**src/hdl/nearest_rank_percentile_defines.svh**
```systemverilog
// Assertion macros for the nearest-rank percentile block
`ifndef NEAREST_RANK_PERCENTILE_DEFINES_SVH
`define NEAREST_RANK_PERCENTILE_DEFINES_SVH

`ifndef SYNTHESIS

`define NRP_ASSERT_SAME(lbl, ante, cons, msg) \
    lbl: assert property (@(posedge clk) disable iff (!rst_n) (ante) |-> (cons)) \
        else $error(msg);

`define NRP_ASSERT_NEXT(lbl, ante, cons, msg) \
    lbl: assert property (@(posedge clk) disable iff (!rst_n) (ante) |=> (cons)) \
        else $error(msg);

`else

`define NRP_ASSERT_SAME(lbl, ante, cons, msg)

`define NRP_ASSERT_NEXT(lbl, ante, cons, msg)

`endif

`endif

```
**src/hdl/nrp_pkg.sv**
```systemverilog
package nrp_pkg;

    localparam logic [6:0]  PCT_FULL = 7'd100;
    localparam logic [31:0] KEY_BIAS = 32'h8000_0000;

    // floor(x / 100) == (x * RECIP_100) >> RECIP_SHIFT for x up to 100 * 4096 + 99
    localparam int                 RECIP_W     = 19;
    localparam logic [RECIP_W-1:0] RECIP_100   = 19'd335545;
    localparam int                 RECIP_SHIFT = 25;

    typedef struct packed {
        logic clear;
        logic acc;
    } cnt_ctl_t;

endpackage

```
**src/hdl/nrp_rank_div.sv**
```systemverilog
module nrp_rank_div #(
    parameter int XW = 15
) (
    input  logic          clk,
    input  logic          rst_n,
    input  logic          start,
    input  logic [XW-1:0] dividend,
    output logic          done,
    output logic [XW-1:0] quotient
);
    import nrp_pkg::*;

    localparam int PW = XW + RECIP_W;

    logic [XW-1:0] acc_reg;
    logic [XW-1:0] quot_reg;
    logic          busy_reg;
    logic          done_reg;
    logic [PW-1:0] prod;

    assign prod = PW'(acc_reg) * PW'(RECIP_100);

    always_ff @(posedge clk)
    begin
        if (start)
        begin
            acc_reg <= dividend;
        end
        else if (busy_reg)
        begin
            quot_reg <= XW'(prod >> RECIP_SHIFT);
        end
    end

    always_ff @(posedge clk or negedge rst_n)
    begin
        if (!rst_n)
        begin
            busy_reg <= 1'b0;
            done_reg <= 1'b0;
        end
        else
        begin
            busy_reg <= start;
            done_reg <= busy_reg;
        end
    end

    assign done     = done_reg;
    assign quotient = quot_reg;

endmodule

```
**config.mk**
```make
export PLATFORM = sky130hd
export DESIGN_NAME = nrp_rank_div
export DESIGN_NICKNAME = d
export VERILOG_FILES = /design/src/hdl/nearest_rank_percentile_defines.svh /design/src/hdl/nrp_pkg.sv /design/src/hdl/nrp_rank_div.sv
export SDC_FILE = /design/constraint.sdc
export NUM_CORES = 1
export LEC_CHECK = 0
export BUFFER_PORTS_ARGS = -buffer_cell sky130_fd_sc_hd__buf_2
export CAP_MARGIN = 25
export CORE_ASPECT_RATIO = 2
export CORE_UTILIZATION = 60
export CTS_BUF_LIST = sky130_fd_sc_hd__clkbuf_16
export DETAILED_ROUTE_END_ITERATION = 10
export GPL_TIMING_DRIVEN = 0
export HOLD_SLACK_MARGIN = 0.06
export PLACE_DENSITY = 0.79
export RECOVER_POWER = 25
export REMOVE_ABC_BUFFERS = 1
export SYNTH_ARGS = -nofsm -noshare
export SYNTH_HDL_FRONTEND = slang
export SYNTH_SLANG_ARGS = --single-unit
```
**constraint.sdc**
```tcl
create_clock -name clk -period 15.05 [get_ports clk]
set_clock_uncertainty 0.15 [all_clocks]
set_input_delay 0.7525 -clock clk [delete_from_list [all_inputs] [get_ports clk]]
set_output_delay 0.7525 -clock clk [all_outputs]
set_load 0.1 [all_outputs]
```
==> results of run 1 <==
placed cells by master (no fill, tap or decap), types with 2 or more instances in the layout:
cell type    n
xnor2_1      5
nand2_1     18
edfxtp_1    24
nor2_1       8
a211oi_1     3
or2_2        2
a31oi_1      3
a21o_1       7
o21bai_1     3
nor2b_1      2
clkbuf_16    3
o2111ai_1    2
dfrtp_1      2
nand4_1      5
nor4_1       2
ha_1       127
a21oi_1     22
nand3_1      5
nor3_1       4
and3_1       5
o31ai_1      2
o21ai_0      7
nor3b_1      2
conb_1       6
fa_1        93
buf_2       26
xor2_1       2
o21a_1       2
inv_1      160
worst paths after layout:
kind / slack (ns) / start / cells past startpoint / to
setup reg to reg: 9.04 / acc_reg[3] / 17 / quotient[7]
hold / removal: 0.09 / rst_n / 1 / done
min in group clk: 0.23 / busy_reg / 0 / done
hold reg to reg: 0.23 / busy_reg / 0 / done
max in group asynchronous: 14.54 / rst_n / 1 / busy_reg
setup / recovery: 9.04 / acc_reg[3] / 17 / quotient[7]
stage by stage:
stage / worst slack [ns] / cell area (µm²) / instances / util, % / hold slack, ns
after floorplan: 9.59 / 5700 / 546 / - / 0.197
after global placement: 9.11 / 5960 / 677 / 64.0 / 0.204
after detailed placement: 9.07 / 5960 / 677 / 64.0 / 0.208
after CTS: 9.03 / 6040 / 681 / 64.8 / 0.0973
after global routing: 8.76 / 6040 / 681 / 64.8 / 0.0987
final: 9.04 / 6040 / 681 / 64.8 / 0.0938
cells in the mapped netlist, types with 3 or more instances:
cell type and instances:
and3_1 5, nand3_1 5, xnor2_1 5, buf_4 6, edfxtp_1 24, o21ai_0 7, ha_1 127, inv_1 160
nand2_1 18, nand4_1 5, a21o_1 7, a211oi_1 3, fa_1 93, o21bai_1 3, a31oi_1 3, nor3_1 4
nor2_1 8, a21oi_1 22
cell families after synthesis:
kind of cell             after synthesis  share of synthesized area (%)
buffers and inverters                167                           11.3
other                                  1                         0.0655
flip-flops                            26                           13.5
AO/OA/AOI/OAI                         65                           8.02
XOR/XNOR                               7                           1.07
multiplexers                           1                          0.197
adder cells (fa/ha/maj)              220                           60.2
AND/OR/NAND/NOR                       61                           5.63
layout make-up:
class                           count  area share (%)
Clock buffer                        3            1.24
Multi-Input combinational cell    360            71.6
Tap cell                          104            2.15
Inverter                          160            9.94
Sequential cell                    26            12.8
Clock inverter                      1          0.0621
Timing Repair Buffer               27            2.22
per-layer routing:
metal | up-vias | share of wire, %
li1 | 1824 | -
met1 | 1998 | 32
met2 | 98 | 58
met3 | 42 | 2.3
met4 | 0 | 7.2
met5 | - | 0
==> results by group, run 1 <==
Run
  – MaxCap Viol Count: 0

Floorplanning
  – Row count: 50
  – Initial core utilization: 61.5%
  – Die Width: around 71 µm
  – Die ar.: 9970 µm²
  – Die Y: 140 µm
  – Core area: 9320 µm²
  – I/O Pins: 34

STA
  – Fmax: between 150 and 200 MHz
  – Slew @ Worst Pin: around 0.75 ns
  – Minimum clock period: 6.01 ns
  – Final period util: around two fifths
  – Setup violators final: 0
  – Setup TNS: 0 ns
  – RSZ-0062 raised after global routing: no
  – Fin. Hold Viols: 0
  – Max-slew headroom: roughly half
  – Final Max Slew Viols: 0

GRT
  – Vias in the first global route: around 4400
  – GRT Total Usage: 28.2%
  – Remaining global-route overflow: 0
  – Grt met1 use: 26.5%
  – Busiest layer in global routing: met2
  – First-pass GRT wire length: 20.7 mm
  – Met2 usage: 54.5%
  – Initial antenna violation count: 0
  – Met3 usage: 2.59%
  – Largest net degree at the start of global routing: 18

Outcome
  – Failing checks: design-rule violations
  – Status: finished with violations

Clock tree
  – CTS tree: done
  – CTS clk-pin slew, worst paths: ~0.07 ns
  – Clock Latency Late Sink: approximately 0.27 ns
  – Post-CTS setup buffer count: 0
  – CTS Buffer Depth: 2
  – CTS HTree Levels: 1
  – Post-CTS sizing: 0
  – Hold buffer count at CTS: 0
  – # clock sinks: 26
  – CTS root buffer: clkbuf_16
  – Total CTS buffers: 3

Worst setup path
  – Worst Path Required: approximately 15 ns
  – Slowest-stage cell, CP: fa_1
  – Critical path cell sequence: inv_1 -> fa_1 -> fa_1 -> inv_1 -> fa_1 -> fa_1 -> fa_1 -> inv_1 -> fa_1 -> inv_1 -> ha_1 -> nand4_1 -> o21ai_0 -> a211oi_1 -> nor2_1 -> or3_1 -> o311ai_1
  – Worst-path fanout max: 6
  – Worst Path Arrival: 5.96 ns
  – Buf+Inv Stages, Crit Path: 4
  – Top Family by Delay on Critical Path: adder cells
  – Crit. End Element: register
  – Startpoint types: register
  – Crit path top cell by count: fa_1
  – CP max stage delay: ~0.6 ns
  – Crit path kind: register to register

Synth
  – Synth Register Bits: 26
  – Ys flop type: edfxtp_1
  – Synth area leader: fa_1
  – Synth top area share: 32.5%
  – Cells after synthesis: 548
  – Synth unique cells: 52
  – Synthesis Warnings: 0
  – Post-synth ARST share: 7.69%
  – Mapped Area: 5730 µm²
  – Post-synth EDFFs: 24
  – Avg Inst Size Synth: 10.5 µm²
  – Post-synthesis sequential area ratio: 13.5%
  – Synth top area cells: fa_1, ha_1, edfxtp_1, inv_1, a21oi_1

Placement
  – RD Place Congestion: 0.924
  – Detailed placement HPWL: 11.6 mm
  – Port Buf Inserts: 27

Route
  – DR iter-0 viols: 140
  – Final wirelength: about 13 mm
  – Vias/cell: 5.82
  – DR vias: 3962
  – Antenna-violating nets left: 0
  – Post-route DRC: 1
  – Iteration count of the initial detailed-routing pass: 7
  – Wire per inst: 18.8 µm

Cells and area
  – Share of post-route cells with drive strength above 1: 6.59%
  – Max reg flops: 15
  – Reg area: 771 µm²
  – Area Growth Syn to Fin: 5.46%
  – Fillers: 710
  – Diodes inserted: 0
  – Layout Nets: 816
  – Area of the multi-input gates: 4330 µm²

Hold path
  – Worst hold path type: primary input to async pin
Power of run 1 is not shown: default switching activity piles up to over one toggle a cycle in this logic, so the estimate is an artifact.
==> inputs of run 2 (changes only) <==
==> constraint.sdc (replaced) <==
create_clock -name clk -period 6 [get_ports clk]
set_clock_uncertainty 0.15 [all_clocks]
set_input_delay 0.3 -clock clk [delete_from_list [all_inputs] [get_ports clk]]
set_output_delay 0.3 -clock clk [all_outputs]
set_load 0.1 [all_outputs]
==> run 2 against run 1 <==
Against the previous run: the run still ends with design-rule violations left; core utilization rose by 2.6 points; cell area up 4.0%; clock-buffer cell count did not move; non-clock buffer count increased by 25; critical path type unchanged; largest cell class unchanged.
==> results by group, run 2 (same netlist as run 1, synthesis figures left out) <==
Cells and area
  – Final instance area: 6280 µm²
  – Area Growth Syn to Fin: 9.63%
  – Util after Layout: between 60% and 70%
  – Diodes inserted: 0
  – Max reg flops: 15
  – Commonest non-fill, non-tap cells in the layout: inv_1, ha_1, fa_1, edfxtp_1, buf_2
  – Non-Filler Instances: 706
  – Share of post-route cells with drive strength above 1: 8.47%
  – Layout Nets: 841
  – Most common cell after layout, fill and taps aside: inv_1

Placement
  – Detailed placement HPWL: 11.6 mm
  – Placed instance count: approximately 680
  – Placed Instance Area: 5960 µm²
  – Port Buf Inserts: 27
  – RD Place Congestion: 0.924

GRT
  – Vias in the first global route: ~4500
  – First-pass GRT wire length: 20.9 mm
  – GRT Total Usage: 28.4%
  – Remaining global-route overflow: 0
  – Largest net degree at the start of global routing: 18
  – Initial antenna violation count: 0

Hold path
  – Hold Path Origin: dividend[1]
  – Hold Path Depth: 1
  – Worst hold path type: primary input to register

Worst setup path
  – Worst Path Required: slightly below 6 ns
  – FF-to-FF path depth: 17
  – Reg2Reg Launch Point: acc_reg[9]
  – Startpoint types: register
  – Flop2flop setup slack: 0.13 ns
  – Crit. End Element: register
  – Crit path kind: register to register
  – CP Launch Point: acc_reg[9]
  – Worst-path fanout max: 6
  – Worst Path Arrival: 5.75 ns

Clock tree
  – CTS HTree Levels: 1
  – Clock Latency Late Sink: around 0.27 ns
  – CTS clk-pin slew, worst paths: 0.07 ns
  – CTS root buffer: clkbuf_16
  – # clock sinks: 26
  – Total CTS buffers: 3
  – CTS tree: done
  – CTS Buffer Depth: 2

Floorplanning
  – Die Y: 140 µm
  – Row count: 50
  – Die ar.: 9970 µm²
  – Core area: between 9000 and 10000 µm²
  – I/O Pins: 34
  – Die Width: 71.1 µm
  – Initial core utilization: a little over 60%

STA
  – Setup violators final: 0
  – Max-slew headroom: 29.3%
  – Final Max Slew Viols: 0
  – Minimum clock period: 5.87 ns
  – Fin. Hold Viols: 0
  – Slew @ Worst Pin: 1.06 ns
  – Fmax: 170 MHz
  – Final period util: 97.8%

Outcome
  – Status: finished with violations
  – Failing checks: design-rule violations

Route
  – DR iter-0 viols: approximately 190
  – Vias/cell: 5.79
  – DR vias: 4088
  – Post-route DRC: 2
  – Wire per inst: 18.7 µm
  – Iteration count of the initial detailed-routing pass: 7
  – Final wirelength: 13.2 mm
  – Antenna-violating nets left: 0

Run
  – MaxCap Viol Count: 0
==> run 2: cell types whose count changed in the layout (fill, tap and decap cells not counted), sizes merged <==
| cell | before | now |
|---|---|---|
| dlygate4sd3 | 0 | 13 |
| buf | 26 | 35 |
| clkbuf | 4 | 7 |
==> run 2: cell type report <==
type | instances | area, µm²
clock buffer | 3 | 75.1
clock inverter | 1 | 3.75
fill | 679 | 3040
inverter | 160 | 601
multi-input combinational | 360 | 4350
sequential | 26 | 771
tap | 104 | 130
timing repair buffer | 52 | 350
==> run 2: path summary, 6_finish.rpt <==
| kind | to |
|---|---|
| worst min register to register | done |
| min in group asynchronous | done |
| worst max-delay path | quotient[2] |
| worst max register to register | quotient[2] |
| max in group asynchronous | busy_reg |
| worst min-delay path | acc_reg[1] |
==> run 2: metrics by stage <==
stage | TNS, ns | hold WS (ns) | setup WS, ns
2_1_floorplan | 0 | -0.146 | 0.542
3_3_place_gp | 0 | -0.0653 | 0.0554
3_5_place_dp | 0 | -0.0630 | 0.0244
4_1_cts | 0 | 0.0636 | 0.0171
5_1_grt | -0.0591 | 0.0662 | -0.0513
6_report | 0 | 0.0640 | 0.129
==> run 2: worst max-delay path, cell delays in order (launching register included) <==
cell	delay [ns]
edfxtp_1	0.61
ha_1	0.29
inv_1	0.11
fa_1	0.51
inv_1	0.06
fa_1	0.51
inv_1	0.09
fa_1	0.55
inv_1	0.06
fa_1	0.51
fa_1	0.51
ha_1	0.36
and4_1	0.23
nand3_2	0.12
or4_1	0.53
a31oi_1	0.23
nor3_1	0.10
xnor2_1	0.13
==> run 2: metal layers <==
metal,share of wire (%),up-vias,GRT usage (%),routed length (µm)
met4,7.1,0,20.7,943
met5,0,-,0,0
met1,32,2073,26.9,4230
met2,59,97,54.8,7740
met3,2.3,43,2.30,303
li1,-,1875,-,-
==> run 2: what timing repair did <==
item | in CTS | in global routing
setup buffers | 0 | 12
gates resized for setup | 1 | 3
hold buffers | 13 | 0
endpoints found under the setup margin | 1 | 7
hold endpoints to repair | 14 | 0
Power of run 2 is left out for the same reason.
