<file path="config.mk">
export PLATFORM = sky130hd
export DESIGN_NAME = nrp_match_count
export DESIGN_NICKNAME = d
export VERILOG_FILES = /design/src/hdl/nearest_rank_percentile_defines.svh /design/src/hdl/nrp_pkg.sv /design/src/hdl/nrp_match_count.sv
export SDC_FILE = /design/constraint.sdc
export NUM_CORES = 1
export LEC_CHECK = 0
export ABC_AREA = 1
export BUFFER_PORTS_ARGS = -buffer_cell sky130_fd_sc_hd__buf_2
export CORE_ASPECT_RATIO = 0.9
export CORE_MARGIN = 4
export CORE_UTILIZATION = 39
export DETAILED_ROUTE_END_ITERATION = 8
export GPL_ROUTABILITY_DRIVEN = 0
export PLACE_DENSITY_LB_ADDON = 0.05
export SLEW_MARGIN = 20
export SYNTH_ARGS = -nofsm -noshare
export SYNTH_HDL_FRONTEND = slang
export SYNTH_SLANG_ARGS = --single-unit
</file>
<file path="constraint.sdc">
create_clock -name clk -period 1.65 [get_ports clk]
set_input_delay 0.33 -clock clk [delete_from_list [all_inputs] [get_ports clk]]
set_output_delay 0.33 -clock clk [all_outputs]
set_load 0.01 [all_outputs]
</file>
<file path="src/hdl/nearest_rank_percentile_defines.svh">
// Assertion macros for the nearest-rank percentile block
`ifndef NEAREST_RANK_PERCENTILE_DEFINES_SVH
`define NEAREST_RANK_PERCENTILE_DEFINES_SVH

`ifndef SYNTHESIS

`define NRP_ASSERT_SAME(lbl, ante, cons, msg) \
    lbl: assert property (@(posedge clk) disable iff (!rst_n) (ante) |-> (cons)) \
        else $error(msg);

`define NRP_ASSERT_NEXT(lbl, ante, cons, msg) \
    lbl: assert property (@(posedge clk) disable iff (!rst_n) (ante) |=> (cons)) \
        else $error(msg);

`else

`define NRP_ASSERT_SAME(lbl, ante, cons, msg)

`define NRP_ASSERT_NEXT(lbl, ante, cons, msg)

`endif

`endif

</file>
<file path="src/hdl/nrp_pkg.sv">
package nrp_pkg;

    localparam logic [6:0]  PCT_FULL = 7'd100;
    localparam logic [31:0] KEY_BIAS = 32'h8000_0000;

    // floor(x / 100) == (x * RECIP_100) >> RECIP_SHIFT for x up to 100 * 4096 + 99
    localparam int                 RECIP_W     = 19;
    localparam logic [RECIP_W-1:0] RECIP_100   = 19'd335545;
    localparam int                 RECIP_SHIFT = 25;

    typedef struct packed {
        logic clear;
        logic acc;
    } cnt_ctl_t;

endpackage

</file>
<file path="src/hdl/nrp_match_count.sv">
module nrp_match_count #(
    parameter int CW = 9
) (
    input  logic            clk,
    input  logic            rst_n,
    input  nrp_pkg::cnt_ctl_t ctl,
    input  logic [31:0]     data,
    input  logic [31:0]     prefix,
    input  logic [31:0]     mask,
    output logic [CW-1:0]   count
);
    import nrp_pkg::*;

    logic [CW-1:0] count_reg;
    logic          hit;

    assign hit = (((data ^ KEY_BIAS ^ prefix) & mask) == 32'd0);

    always_ff @(posedge clk or negedge rst_n)
    begin
        if (!rst_n)
        begin
            count_reg <= '0;
        end
        else if (ctl.clear)
        begin
            count_reg <= '0;
        end
        else if (ctl.acc && hit)
        begin
            count_reg <= count_reg + 1'b1;
        end
    end

    assign count = count_reg;

endmodule

</file>
==> flow_metrics.py, run 1 <==
metrics = {
    "run_status": {
        "outcome": "finished, final reports clean",
    },
    "clocking": {
        "cts_buffer_depth": 2,
        "h-tree-depth": 1,
        "worstSkewPairLatency_ns": 0.23,
        "cts_tree": "done",
        "cts_setup_buffers": 0,
        "clk_pin_slew_ns": 0.05,
        "numCtsBuffers": 3,
        "cts_sinks": 9,
        "root_buffer": "clkbuf_8",
    },
    "layout": {
        "largest_reg_flops": 9,
        "drive_gt1_share_pct": 34.4,
        "layout_commonest_cell": "buf_2",
        "nets": 448,
        "final_cell_mix": "buf_2 (108), nand2_1 (83), inv_1 (52), nand3_1 (40), nor2_1 (10)",
        "final_area_um2": 1930,
        "insertedDiodeCount": 0,
        "area_growth_pct": 50.0,
        "final_cells": 388,
    },
    "timing": {
        "finalSetupTns_ns": 0,
        "rsz0062_at_grt": "false",
        "fmax_ghz": 0.685,
        "final-max-slew-violation-count": 0,
        "maxSlewHeadroom_pct": 70.0,
        "hold_violations": 0,
        "finalSetupViolations": 0,
        "skew_ns": 0.00602,
        "worstMarginPinSlew_ns": 0.447,
        "setup_slack_ns": 0.191,
        "fin_crit_ns": 1.46,
        "post-route-period-util_pct": 88.4,
    },
    "worst_setup_path": {
        "cp_max_fo": 5,
        "worstSetupStartpointType": "register",
        "critical-path-max-stage-delay_ns": 0.41,
        "critPathRequiredTime_ns": 1.76,
        "crit_chain": "ha_1, nand3_1, nor3_1, xnor2_1, inv_1, nand4_1, nand2_1",
        "critical_path_arrival_ns": 1.57,
        "crit_path_end_kind": "register",
        "r2r-start": "count[0]",
        "cp-startpoint": "count[0]",
        "critPathKind": "reg -> reg",
        "cp_slowest_cell": "dfrtp_1",
    },
    "logic_synthesis": {
        "ys.warnings.count": 0,
        "seq_area_frac_synth_pct": 17.5,
        "syn_nets": 335,
        "syn_area_per_cell_um2": 5.50,
        "yosys.area.top_type": "nand2_1",
        "yosys-top-cells-area": "nand2_1 (24%), dfrtp_1 (18%), nand3_1 (16%)",
        "ys_types": 22,
        "syn_inst": 234,
        "syn_area_um2": 1290,
        "synth_seq_cells": 9,
        "synth_top_area_share_pct": 24.2,
    },
    "detailed_routing": {
        "vias_per_cell": 4.35,
        "wirelength_um": 3500,
        "vias": 1687,
        "dr.pass1.iters": 4,
        "drcViolationCount": 0,
        "ant_nets": 0,
        "wire_per_inst_um": 9.01,
        "first_iter_violations": 34,
    },
    "floorplan": {
        "chipWidth_um": 68.5,
        "dieArea_um2": 4280,
        "fp.dieH_um": 62.5,
        "rows": 19,
        "ios": 109,
        "start_util_pct": 41.3,
        "coreArea_um2": 3110,
    },
    "placed_design": {
        "placed_area_um2": 1870,
        "place_ws_ns": 0.0636,
        "port_buffers": 108,
        "dp_cells": 383,
        "dpl.hpwl_um": 3100,
    },
    "global_routing": {
        "grt_start_max_net_pins": 19,
        "overflow": 0,
        "grt_pass1_vias": 1385,
        "grt_usage_pct": 15.7,
        "grt_pass1_wl_um": 5510,
        "antenna_found_initial": 0,
    },
    "power_and_ir_drop": {
        "peakVddDrop_mv": 0.506,
        "p_leak_nw": 1.37,
        "pwr_density_cell_nw_per_um2": 387,
    },
    "flow_run": {
        "drv_cap": 0,
    },
    "min_path": {
        "hp-class": "in -> async",
    },
}
-- critical path: cells and delay by family (launching register included) --
| kind | cells | cell delay (ns) |
|---|---|---|
| and+or+nand+nor | 4 | 0.54 |
| DFF | 1 | 0.41 |
| adders and majority gates | 1 | 0.21 |
| xor gates and xnor gates | 1 | 0.15 |
| buffers and inverters | 1 | 0.05 |
-- final cells by class --
class                      instances  area [um^2]
tap                               42         52.6
sequential                         9          225
clock buffer                       4         45.0
timing repair buffer             109          551
inverter                          53          199
multi-input combinational        171          857
fill                             341         1180
-- report_power, final --
group	leakage, nW	switching (mW)	total, mW	internal (mW)
combinational	1.22	0.130	0.273	0.143
sequential	0.126	0.00000138	0.222	0.222
clock	0.0228	0.0845	0.253	0.168
total	1.37	0.214	0.747	0.532
-- kinds of logic (layout without fill, tap and decap cells) --
family                     after synthesis  in the layout  share of synthesized area [%]
and+or+nand+nor                        160            160                           59.5
buffers and inverters                   54            166                           15.9
DFF                                      9              9                           17.5
xor gates and xnor gates                 7              7                           4.77
AOI/OAI and AO/OA                        3              3                           1.36
adders and majority gates                1              1                          0.973
-- metrics by stage --
stage	utilization, %	power, mW	hold slack (ns)
5_1_grt	62.0	0.807	0.535
3_5_place_dp	60.2	0.499	0.196
3_3_place_gp	60.2	0.492	0.191
4_1_cts	62.0	0.758	0.488
2_1_floorplan	-	0.352	0.0344
6_report	62.0	0.747	0.484
-- path summary, 6_finish.rpt --
kind | end | slack [ns] | depth (start not counted)
min reg2reg | count[8] | 0.56 | 2
max in group asynchronous | count[4] | 0.98 | 2
min in group clk | count[8] | 0.56 | 2
min | count[6] | 0.48 | 2
max reg2reg | count[8] | 0.19 | 7
max | count[8] | 0.19 | 7
-- layer usage --
layer	part of all wire, %	track usage [%]
met2	46	28.8
met3	13	5.04
met1	41	17.8
met5	0	0
met4	0.37	1.49
-- synth_stat cells (all sizes together) --
cell type   n
nand2      85
inv        52
nand3      42
nor2       14
dfrtp       9
nand4       9
or2         8
xor2        6
o21ai       2
buf         1
clkinv      1
ha          1
nand3b      1
nor3        1
o21a        1
xnor2       1
-- what timing repair did --
| item | CTS | global route |
|---|---|---|
| hold buffers | 1 | 0 |
| gates resized for setup | 0 | 0 |
| endpoints found under the hold margin | 9 | 0 |
Note: power is estimated with default switching activity, not from simulation.
==> run 2, diff against run 1 <==
--- a/config.mk
+++ b/config.mk
@@ -7,9 +7,11 @@
 export LEC_CHECK = 0
 export ABC_AREA = 1
 export BUFFER_PORTS_ARGS = -buffer_cell sky130_fd_sc_hd__buf_2
+export CELL_PAD_IN_SITES_DETAIL_PLACEMENT = 2
+export CELL_PAD_IN_SITES_GLOBAL_PLACEMENT = 2
 export CORE_ASPECT_RATIO = 0.9
 export CORE_MARGIN = 4
-export CORE_UTILIZATION = 39
+export CORE_UTILIZATION = 16
 export DETAILED_ROUTE_END_ITERATION = 8
 export GPL_ROUTABILITY_DRIVEN = 0
 export PLACE_DENSITY_LB_ADDON = 0.05
==> flow_metrics.py, run 2 (synthesized netlist as in run 1, its figures left out) <==
metrics = {
    "power_and_ir_drop": {
        "pwr_density_cell_nw_per_um2": 381,
        "peakVddDrop_mv": 0.171,
        "finalPower_mw": 0.774,
        "p_leak_nw": 1.39,
    },
    "clocking": {
        "cts_buffer_depth": 2,
        "h-tree-depth": 1,
        "numCtsBuffers": 3,
        "root_buffer": "clkbuf_8",
        "cts_tree": "done",
        "clk_pin_slew_ns": 0.05,
        "worstSkewPairLatency_ns": 0.24,
        "cts_sinks": 9,
    },
    "layout": {
        "nFillCells": 980,
        "largest_reg_flops": 9,
        "nets": 450,
        "area_growth_pct": 57.9,
        "insertedDiodeCount": 0,
        "final_cell_mix": "buf_2 (108), nand2_1 (83), inv_1 (52), nand3_1 (40), nor2_1 (10)",
        "final_cells": 444,
        "drive_gt1_share_pct": 35.3,
        "layout_commonest_cell": "buf_2",
    },
    "timing": {
        "finalSetupViolations": 0,
        "hold_violations": 0,
        "final-max-slew-violation-count": 0,
        "worstMarginPinSlew_ns": 0.509,
        "fmax_ghz": 0.669,
        "skew_ns": 0.00110,
        "fin_crit_ns": 1.49,
        "finalSetupTns_ns": 0,
        "maxSlewHeadroom_pct": 65.9,
        "post-route-period-util_pct": 90.6,
        "rsz0062_at_grt": "false",
    },
    "detailed_routing": {
        "dr.pass1.iters": 4,
        "vias_per_cell": 4.08,
        "first_iter_violations": 33,
        "drcViolationCount": 0,
        "wirelength_um": 5300,
        "vias": 1813,
        "wire_per_inst_um": 11.9,
        "ant_nets": 0,
    },
    "worst_setup_path": {
        "r2r-start": "count[1]",
        "cp_max_fo": 4,
        "crit_end": "count[8]",
        "cp-startpoint": "count[1]",
        "r2r_setup_slack_ns": 0.16,
        "critPathRequiredTime_ns": 1.77,
        "crit_path_end_kind": "register",
        "critical_path_arrival_ns": 1.61,
        "worstReg2RegEnd": "count[8]",
        "critPathKind": "reg -> reg",
        "worstSetupStartpointType": "register",
        "rr_worst_depth": 7,
    },
    "placed_design": {
        "port_buffers": 108,
        "dpl.hpwl_um": 4770,
        "dp_cells": 439,
    },
    "floorplan": {
        "rows": 30,
        "coreArea_um2": 7690,
        "fp.dieH_um": 93.1,
        "chipWidth_um": 103,
        "ios": 109,
        "dieArea_um2": 9540,
        "start_util_pct": 16.7,
    },
    "global_routing": {
        "overflow": 0,
        "grt_pass1_vias": 2002,
        "grt_pass1_wl_um": 8910,
        "grt_start_max_net_pins": 19,
        "antenna_found_initial": 0,
        "grt_usage_pct": 11.5,
    },
    "run_status": {
        "outcome": "finished, final reports clean",
    },
    "min_path": {
        "hp-class": "in -> async",
    },
    "flow_run": {
        "drv_cap": 0,
    },
}
[run 2: cell types whose count changed in the layout (fill, tap and decap cells not counted)]
cell and delta:
buf_12 +1, clkbuf_1 -1, nor3_2 +1, nor3_1 -1
clkinv_2 +1, buf_4 +1
[run 2: worst max-delay path: stages (launching register included)]
cell	delay, ns
dfrtp_1	0.41
ha_1	0.21
nand3_1	0.18
nor3_2	0.21
xnor2_1	0.15
inv_1	0.06
nand4_1	0.08
nand2_1	0.08
[run 2: how the worst min path moves through the flow]
stage,cells past startpoint,slack [ns],end,start
2_1_floorplan,0,0.03,count[0],rst_n
3_3_place_gp,1,0.21,count[7],rst_n
3_5_place_dp,1,0.21,count[5],rst_n
4_1_cts,2,0.49,count[3],rst_n
5_1_grt,2,0.52,count[2],rst_n
6_report,2,0.49,count[2],rst_n
[run 2: power by group]
part / total, mW / internal [mW] / leakage [nW] / switching [mW]
Sequential: 0.221 / 0.221 / 0.126 / 0.000000650
Combinational: 0.284 / 0.143 / 1.24 / 0.141
Clock: 0.269 / 0.166 / 0.0255 / 0.103
Total: 0.774 / 0.530 / 1.39 / 0.244
[run 2: timing repair]
item | CTS | global route
hold buffers | 1 | 0
buffers inserted | 0 | 0
resized for setup | 0 | 1
endpoints found under the hold margin | 9 | 0
setup endpoints to repair | 0 | 1
[run 2: final cells by class]
cell class	count	area, um^2	area share, %
clock buffer	3	41.3	2.03
sequential	9	225	11.1
inverter	53	199	9.80
timing repair buffer	111	578	28.5
multi-input combinational	171	862	42.5
tap	96	120	5.91
clock inverter	1	5.00	0.246
[run 2: metrics by stage]
step	hold WS, ns	utilization (%)	cell area [um^2]	setup slack [ns]
2_1_floorplan	0.0344	-	1290	0.300
3_3_place_gp	0.206	25.6	1970	0.0765
3_5_place_dp	0.205	25.6	1970	0.0391
4_1_cts	0.491	26.3	2030	0.0571
5_1_grt	0.521	26.4	2030	0.00275
6_report	0.493	26.4	2030	0.155
[run 2: routing by layer]
layer | vias up | part of all wire [%] | track usage (%)
met5 | - | 0 | 0
met4 | 0 | 0.32 | 1.97
met3 | 2 | 6.7 | 1.72
met2 | 56 | 51 | 21.2
met1 | 811 | 42 | 14.0
li1 | 944 | - | -
==> run 3, diff against run 2 <==
--- a/config.mk
+++ b/config.mk
@@ -14,7 +14,7 @@
 export CORE_UTILIZATION = 16
 export DETAILED_ROUTE_END_ITERATION = 8
 export GPL_ROUTABILITY_DRIVEN = 0
-export PLACE_DENSITY_LB_ADDON = 0.05
+export PLACE_DENSITY_LB_ADDON = 0.1
 export SLEW_MARGIN = 20
 export SYNTH_ARGS = -nofsm -noshare
 export SYNTH_HDL_FRONTEND = slang
==> flow_metrics.py, run 3 (synthesized netlist as in run 1, its figures left out) <==
metrics = {
    "layout": {
        "final_util_pct": 26.6,
        "seqCellArea_um2": 225,
        "layout_commonest_cell": "buf_2",
        "multi_input_area_um2": 857,
        "drive_gt1_share_pct": 35.3,
        "final_cell_mix": "buf_2 (108), nand2_1 (83), inv_1 (52), nand3_1 (40), nor2_1 (10)",
        "area_growth_pct": 59.1,
        "final_area_um2": 2050,
        "nets": 453,
        "insertedDiodeCount": 0,
        "nFillCells": 1009,
        "largest_reg_flops": 9,
        "final_cells": 447,
    },
    "global_routing": {
        "grt_start_max_net_pins": 19,
        "grt_usage_pct": 10.8,
        "grt_pass1_vias": 2001,
        "antenna_found_initial": 0,
        "overflow": 0,
        "grt_pass1_wl_um": 8450,
    },
    "placed_design": {
        "dp_cells": 442,
        "place_ws_ns": 0.0888,
        "port_buffers": 108,
        "placed_area_um2": 1990,
        "dpl.hpwl_um": 4770,
    },
    "min_path": {
        "hp-class": "in -> async",
    },
    "timing": {
        "finalSetupTns_ns": 0,
        "fmax_ghz": 0.709,
        "rsz0062_at_grt": "false",
        "maxSlewHeadroom_pct": 66.8,
        "post-route-period-util_pct": 85.5,
        "hold_violations": 0,
        "finalSetupViolations": 0,
        "timing.hold.ws_ns": 0.495,
        "skew_ns": 0.00348,
        "worstMarginPinSlew_ns": 0.495,
        "setup_slack_ns": 0.239,
        "final-max-slew-violation-count": 0,
        "fin_crit_ns": 1.41,
    },
    "floorplan": {
        "dieArea_um2": 9540,
        "start_util_pct": 16.7,
        "chipWidth_um": 103,
        "fp.dieH_um": 93.1,
        "coreArea_um2": 7690,
        "ios": 109,
        "rows": 30,
    },
    "worst_setup_path": {
        "crit_path_end_kind": "register",
        "worstSetupStartpointType": "register",
        "critPathKind": "reg -> reg",
        "rr_worst_depth": 9,
        "cp_max_fo": 2,
        "critPathRequiredTime_ns": 1.77,
        "critical_path_arrival_ns": 1.53,
    },
    "detailed_routing": {
        "wirelength_um": 5250,
        "vias": 1894,
        "first_iter_violations": 26,
        "dr.pass1.iters": 3,
        "ant_nets": 0,
        "drcViolationCount": 0,
        "vias_per_cell": 4.24,
        "wire_per_inst_um": 11.7,
    },
    "power_and_ir_drop": {
        "seqPwrFrac_pct": 28.9,
        "p_sw_share_pct": 30.3,
        "comb_power_share_pct": 37.3,
        "finalPower_mw": 0.765,
        "p_sw_mw": 0.232,
        "power.internal_mw": 0.534,
        "peakVddDrop_mv": 0.199,
        "p_leak_nw": 1.40,
        "p_clk_share_pct": 33.8,
        "pwr_density_cell_nw_per_um2": 374,
    },
    "clocking": {
        "numCtsBuffers": 3,
        "clk_pin_slew_ns": 0.05,
        "cts_tree": "done",
        "root_buffer": "clkbuf_8",
        "h-tree-depth": 1,
        "cts_buffer_depth": 2,
        "cts_sinks": 9,
        "cts_setup_buffers": 0,
        "worstSkewPairLatency_ns": 0.23,
    },
    "run_status": {
        "outcome": "finished, final reports clean",
    },
    "flow_run": {
        "drv_cap": 0,
    },
}
==> run 3: cell count changes in the layout (fill, tap and decap cells not counted) <==
| cell | previous run | this run |
|---|---|---|
| nor3_2 | 1 | 0 |
| buf_4 | 1 | 4 |
| nor3_1 | 0 | 1 |
| clkinv_2 | 1 | 0 |
| clkbuf_1 | 0 | 1 |
==> run 3: power groups by stage <==
stage | logic [mW] | registers, mW | clock network (mW)
final | 0.285 | 0.221 | 0.259
after floorplan | 0.128 | 0.225 | 0
after global routing | 0.333 | 0.221 | 0.279
after CTS | 0.295 | 0.221 | 0.269
after detailed placement | 0.292 | 0.225 | 0
after global placement | 0.280 | 0.225 | 0
==> run 3: critical path, stage by stage, from the launching register on <==
cell and delay [ns]:
dfrtp_1 0.38, ha_1 0.23, nand3_1 0.11, buf_4 0.13, inv_1 0.03, nand3_1 0.07
xor2_1 0.15, inv_1 0.05, nand4_1 0.08, nand2_1 0.07
==> run 3: layout make-up <==
| type | instances | area share [%] |
|---|---|---|
| multi-input cells | 171 | 41.9 |
| clock buffers | 4 | 2.20 |
| inverters | 53 | 9.72 |
| flip-flops and latches | 9 | 11.0 |
| repair buffers | 114 | 29.3 |
| well taps | 96 | 5.87 |
==> run 3: layer usage <==
layer,part of all wire (%),global-route usage (%),routed length [um],vias to the layer above
met2,51,20.4,2660,66
met1,40,12.1,2100,874
met5,0,0,0,-
met3,9.1,3.21,475,2
met4,0.30,1.31,16,0
li1,-,-,-,952
==> run 3: path summary, 6_finish.rpt <==
kind | from | to | slack, ns
min | rst_n | count[4] | 0.50
min reg2reg | count[8] | count[8] | 0.58
max reg2reg | count[0] | count[6] | 0.24
max | count[0] | count[6] | 0.24
max in group asynchronous | rst_n | count[2] | 0.97
min in group clk | count[8] | count[8] | 0.58
==> run 3: what timing repair did <==
action / in CTS / in global routing
gates resized for setup: 0 / 0
hold endpoints to repair: 9 / 0
hold buffers: 1 / 0
endpoints found under the setup margin: 0 / 0
